--- config.mk ---
export PLATFORM = sky130hd
export DESIGN_NAME = ilid_cell
export DESIGN_NICKNAME = d
export VERILOG_FILES = /design/src/ilid_pkg.sv /design/src/ilid_cell.sv
export SDC_FILE = /design/constraint.sdc
export NUM_CORES = 1
export LEC_CHECK = 0
export ABC_CLOCK_PERIOD_IN_PS = 7500
export BUFFER_PORTS_ARGS = -buffer_cell sky130_fd_sc_hd__buf_2
export CELL_PAD_IN_SITES_DETAIL_PLACEMENT = 2
export CELL_PAD_IN_SITES_GLOBAL_PLACEMENT = 2
export CORE_UTILIZATION = 28
export DETAILED_ROUTE_END_ITERATION = 12
export MAX_ROUTING_LAYER = met4
export PLACE_DENSITY = 0.85
export SLEW_MARGIN = 20
export SYNTH_ARGS = -nofsm -noshare
export SYNTH_HDL_FRONTEND = slang
export SYNTH_SLANG_ARGS = --single-unit
--- constraint.sdc ---
create_clock -name clk -period 7.5 [get_ports clk]
set_clock_uncertainty 0.05 [all_clocks]
set_input_delay 0.375 -clock clk [delete_from_list [all_inputs] [get_ports clk]]
set_output_delay 0.375 -clock clk [all_outputs]
set_load 0.03 [all_outputs]
--- src/ilid_pkg.sv ---
// ----------------------------------------------------------------------------
// ilid_pkg: shared types and constants of the indexed list
// Operation codes, field widths, the cell command and the control states.
// ----------------------------------------------------------------------------
package ilid_pkg;

    // Default list capacity
    localparam int CAPACITY_DEF = 256;

    // Fixed field widths
    localparam int KIND_W  = 3;
    localparam int POS_W   = 10;
    localparam int VALUE_W = 32;
    localparam int COUNT_W = 9;

    // Operation codes
    typedef enum logic [KIND_W-1:0] {
        KIND_READ = 3'd0,
        KIND_HEAD = 3'd1,
        KIND_TAIL = 3'd2,
        KIND_AT   = 3'd3,
        KIND_DEL  = 3'd4
    } kind_t;

    // Command broadcast to every cell
    typedef struct packed {
        logic                      load;   // an item was accepted this cycle
        logic                      ins;    // shift up and place value at pos
        logic                      del;    // shift down over pos
        logic                      rd;     // capture the entry at pos
        logic [POS_W-1:0]          pos;
        logic signed [VALUE_W-1:0] value;
    } cell_cmd_t;

    // Control states
    typedef enum logic [1:0] {
        ST_IDLE,
        ST_BUSY,
        ST_OUT
    } state_t;

endpackage

--- src/ilid_cell.sv ---
// ----------------------------------------------------------------------------
// ilid_cell: one list position
// Holds one entry, shifts with its neighbors on insert and delete, and
// captures its entry for the read tree when its position is addressed.
// ----------------------------------------------------------------------------
module ilid_cell #(
    parameter int INDEX = 0
) (
    input  logic                                clk,
    input  ilid_pkg::cell_cmd_t                 cmd,
    input  logic signed [ilid_pkg::VALUE_W-1:0] left_entry,
    input  logic signed [ilid_pkg::VALUE_W-1:0] right_entry,
    output logic signed [ilid_pkg::VALUE_W-1:0] entry,
    output logic [ilid_pkg::VALUE_W-1:0]        rd_data
);

    localparam logic [ilid_pkg::POS_W-1:0] MY_POS = ilid_pkg::POS_W'(INDEX);

    logic signed [ilid_pkg::VALUE_W-1:0] entry_reg;
    logic signed [ilid_pkg::VALUE_W-1:0] entry_next;
    logic [ilid_pkg::VALUE_W-1:0]        rd_reg;
    logic [ilid_pkg::VALUE_W-1:0]        rd_next;
    logic                                at_pos;
    logic                                above_pos;

    assign at_pos    = (MY_POS == cmd.pos);
    assign above_pos = (MY_POS > cmd.pos);

    // Shift entries around the addressed position
    always_comb
    begin
        entry_next = entry_reg;
        if (cmd.ins)
        begin
            if (at_pos)
                entry_next = cmd.value;
            else if (above_pos)
                entry_next = left_entry;
        end
        else if (cmd.del)
        begin
            if (at_pos || above_pos)
                entry_next = right_entry;
        end
    end

    // Offer the entry to the read tree, zero elsewhere
    always_comb
    begin
        rd_next = rd_reg;
        if (cmd.load)
            rd_next = (cmd.rd && at_pos) ? entry_reg : '0;
    end

    always_ff @(posedge clk)
    begin
        entry_reg <= entry_next;
        rd_reg    <= rd_next;
    end

    assign entry   = entry_reg;
    assign rd_data = rd_reg;

endmodule

==> metrics.md <==
| Metric | Value |
|---|---|
| Status | `complete, no violations` |
| PostCTS Resize Cnt | `0` |
| Area growth syn-to-layout | `36.9%` |
| CP Class | `primary input to register` |
| HP Class | `primary input to register` |
| Yosys warning count | `0` |
| Pint | `0.000688 W` |
| Die H | `110 um` |
| Switch Pwr | `0.000199 W` |
| Largest net degree at the start of global routing | `66` |
| Yosys top cell by area | `edfxtp_1` |
| Design area | `0.00443 mm2` |
| Met3 WL | `358 um` |
| Fill cells | `1214` |
| Design Power | `0.000887 W` |
| Inserted Clock Buffers | `9` |
| Clock buffer depth | `2` |
| Wl on met1 | `5.11 mm` |
| Combinational share of power | `0.102` |
| Top cells by area, synth | `edfxtp_1 (59%), or4_1 (7.7%), o31ai_1 (7.4%), a31oi_1 (6.2%), and3_1 (6.2%)` |
| Final HPWL DP | `8.89 mm` |
| Syn_nets | `406` |
| First DRT Iteration DRCs | `145` |
| WP data arrival | `2.89 ns` |
| Crit. End Element | `register` |
| Final setup violation count | `0` |
| Post-Synthesis Cells | `295` |
| Synthesized area per cell | `11.0 um2` |
| Setup TNS | `0 ns` |
| Clock root buffer | `clkbuf_16` |
| Total grt overflow | `0` |
| Top routing layer used | `met4` |
| Clock power share | `0.446` |
| DRC | `0` |
| Cell Pwr Density | `200 mW/mm2` |
| Vias in the first global route | `3035` |
| Worst-Skew Late Latency | `0.32 ns` |
| Crit Path Max Fanout | `65` |
| Die width | `110 um` |
| Max H-tree Level | `3` |
| I/O pin cnt | `175` |
| GP Congestion | `0.813` |
| Worst-Margin Slew | `1.05 ns` |
| Placeable core area | `0.0110 mm2` |
| Placed Cells | `577` |
| Fmax achieved | `333 MHz` |
| Cell variety after synth | `14` |
| Initial Util | `0.293` |
| Initial DRT Pass Iterations | `4` |
| Placed Area | `0.00415 mm2` |
| Antenna viol nets, final | `0` |
| Rel. slew slack | `0.301` |
| Crit start category | `primary input` |
| Final Non-Filler Cells | `593` |
| Die area | `0.0120 mm2` |
| Seq cells post-synth | `64` |
| Avg Vias per Cell | `5.00` |
| Initial antenna violation count | `0` |
| Clock Pin Slew Worst Setup and Hold Paths | `0.06 ns` |
| Row Count | `38` |
| Sequential Power Share | `0.452` |
| Post-layout min period | `3.00 ns` |
| Pleak | `2.03 nW` |
| RSZ-0062 raised after global routing | `false` |
| Register area share after synthesis | `0.594` |
| Tcrit/Tclk final | `0.400` |
| CTS tree | `yes` |
| Post-CTS Setup Inserts | `0` |
| WL met2 | `5.88 mm` |
| VDD IR max | `0.0998 mV` |
| Port Buffer Count | `174` |
| Via count | `2965` |
| Hold Slack | `0.369 ns` |
| Share of the synthesized area in the top cell type | `0.594` |
| WL/cell | `19.5 um` |
| Sw Ratio | `0.224` |
| Sink Count | `64` |
| First-pass GRT wire length | `16.9 mm` |
| Final Max Slew Viols | `0` |
| Gr usage total | `0.200` |
| Post-Route WL | `11.6 mm` |
| Max_cap viols | `0` |
| Share of cells above drive strength 1 | `0.427` |
| Layout Nets | `559` |
| Mapped Area | `0.00324 mm2` |
| Hold Vio Cnt, Final | `0` |
| Cts hold-fix bufs | `0` |
| Worst Path Required | `7.40 ns` |
path summary, 6_finish.rpt:
| kind | cells past startpoint | end | from | slack, ns |
|---|---|---|---|---|
| worst max-delay path | 5 | entry[11] | cmd[35] | 4.50 |
| worst min-delay path | 3 | entry[24] | right_entry[24] | 0.37 |
| worst max register to register | 1 | rd_data[14] | entry[14] | 6.47 |
| worst min register to register | 1 | rd_data[24] | entry[24] | 0.54 |
routing by layer:
layer / vias to the layer above / global-route usage
met1: 1423 / 0.254
met2: 87 / 0.332
met3: 16 / 0.0178
met5: - / -
met4: 0 / 0.0752
li1: 1439 / -
layout by cell type, fill, tap and decap left out:
master	netlist	final
buf_4	0	2
diode_2	0	1
clkbuf_16	0	9
or4_2	0	1
clkinv_1	0	1
o31ai_1	32	32
nor2_1	32	32
or2_2	0	1
clkinv_2	0	1
o21a_2	0	1
or4_4	1	1
nor3_2	1	1
and3_1	32	32
buf_2	1	174
bufinv_16	0	1
a31oi_1	32	32
inv_1	32	32
edfxtp_1	64	64
or4_1	33	32
clkinvlp_4	0	1
clkbuf_1	30	2
final cells by class:
cell class,instances,area [um2],area share
well taps,140,175,0.0395
diodes,1,2.50,0.000565
inverters,32,120,0.0271
clock inverters,4,46.3,0.0104
flip-flops and latches,64,1920,0.434
clock buffers,11,233,0.0525
repair buffers,176,886,0.200
multi-input cells,165,1050,0.236
synth_stat cells (all sizes together):
| cell type | n |
|---|---|
| a31oi | 32 |
| and3 | 32 |
| buf | 4 |
| clkbuf | 30 |
| edfxtp | 64 |
| inv | 32 |
| nor2 | 32 |
| nor3 | 1 |
| o21a | 1 |
| o31ai | 32 |
| or2 | 1 |
| or4 | 34 |
power by group through the flow:
stage | registers, W | logic (W) | clock network, W
after detailed placement | 0.000408 | 0.0000899 | 0
after CTS | 0.000401 | 0.0000903 | 0.000401
final | 0.000401 | 0.0000904 | 0.000395
after floorplan | 0.000418 | 0.0000330 | 0
after global routing | 0.000401 | 0.0000985 | 0.000418
after global placement | 0.000408 | 0.0000860 | 0
critical path, cell delays in order:
cell and delay [ns]:
buf_2 0.09, or4_2 1.15, nor3_2 0.24, buf_4 0.31
o21a_2 0.71
stage by stage:
step	worst slack, ns	util
final	4.50	0.402
after global routing	4.37	0.401
after CTS	4.10	0.401
after detailed placement	3.78	0.376
after global placement	3.97	0.376
after floorplan	4.71	-
kinds of logic after synthesis:
| kind of cell | after synthesis | share of synthesized area |
|---|---|---|
| AOI/OAI and AO/OA | 65 | 0.138 |
| DFF | 64 | 0.594 |
| buffers and inverters | 66 | 0.0839 |
| and+or+nand+nor | 100 | 0.184 |
Power figures use the tool's default switching activity.
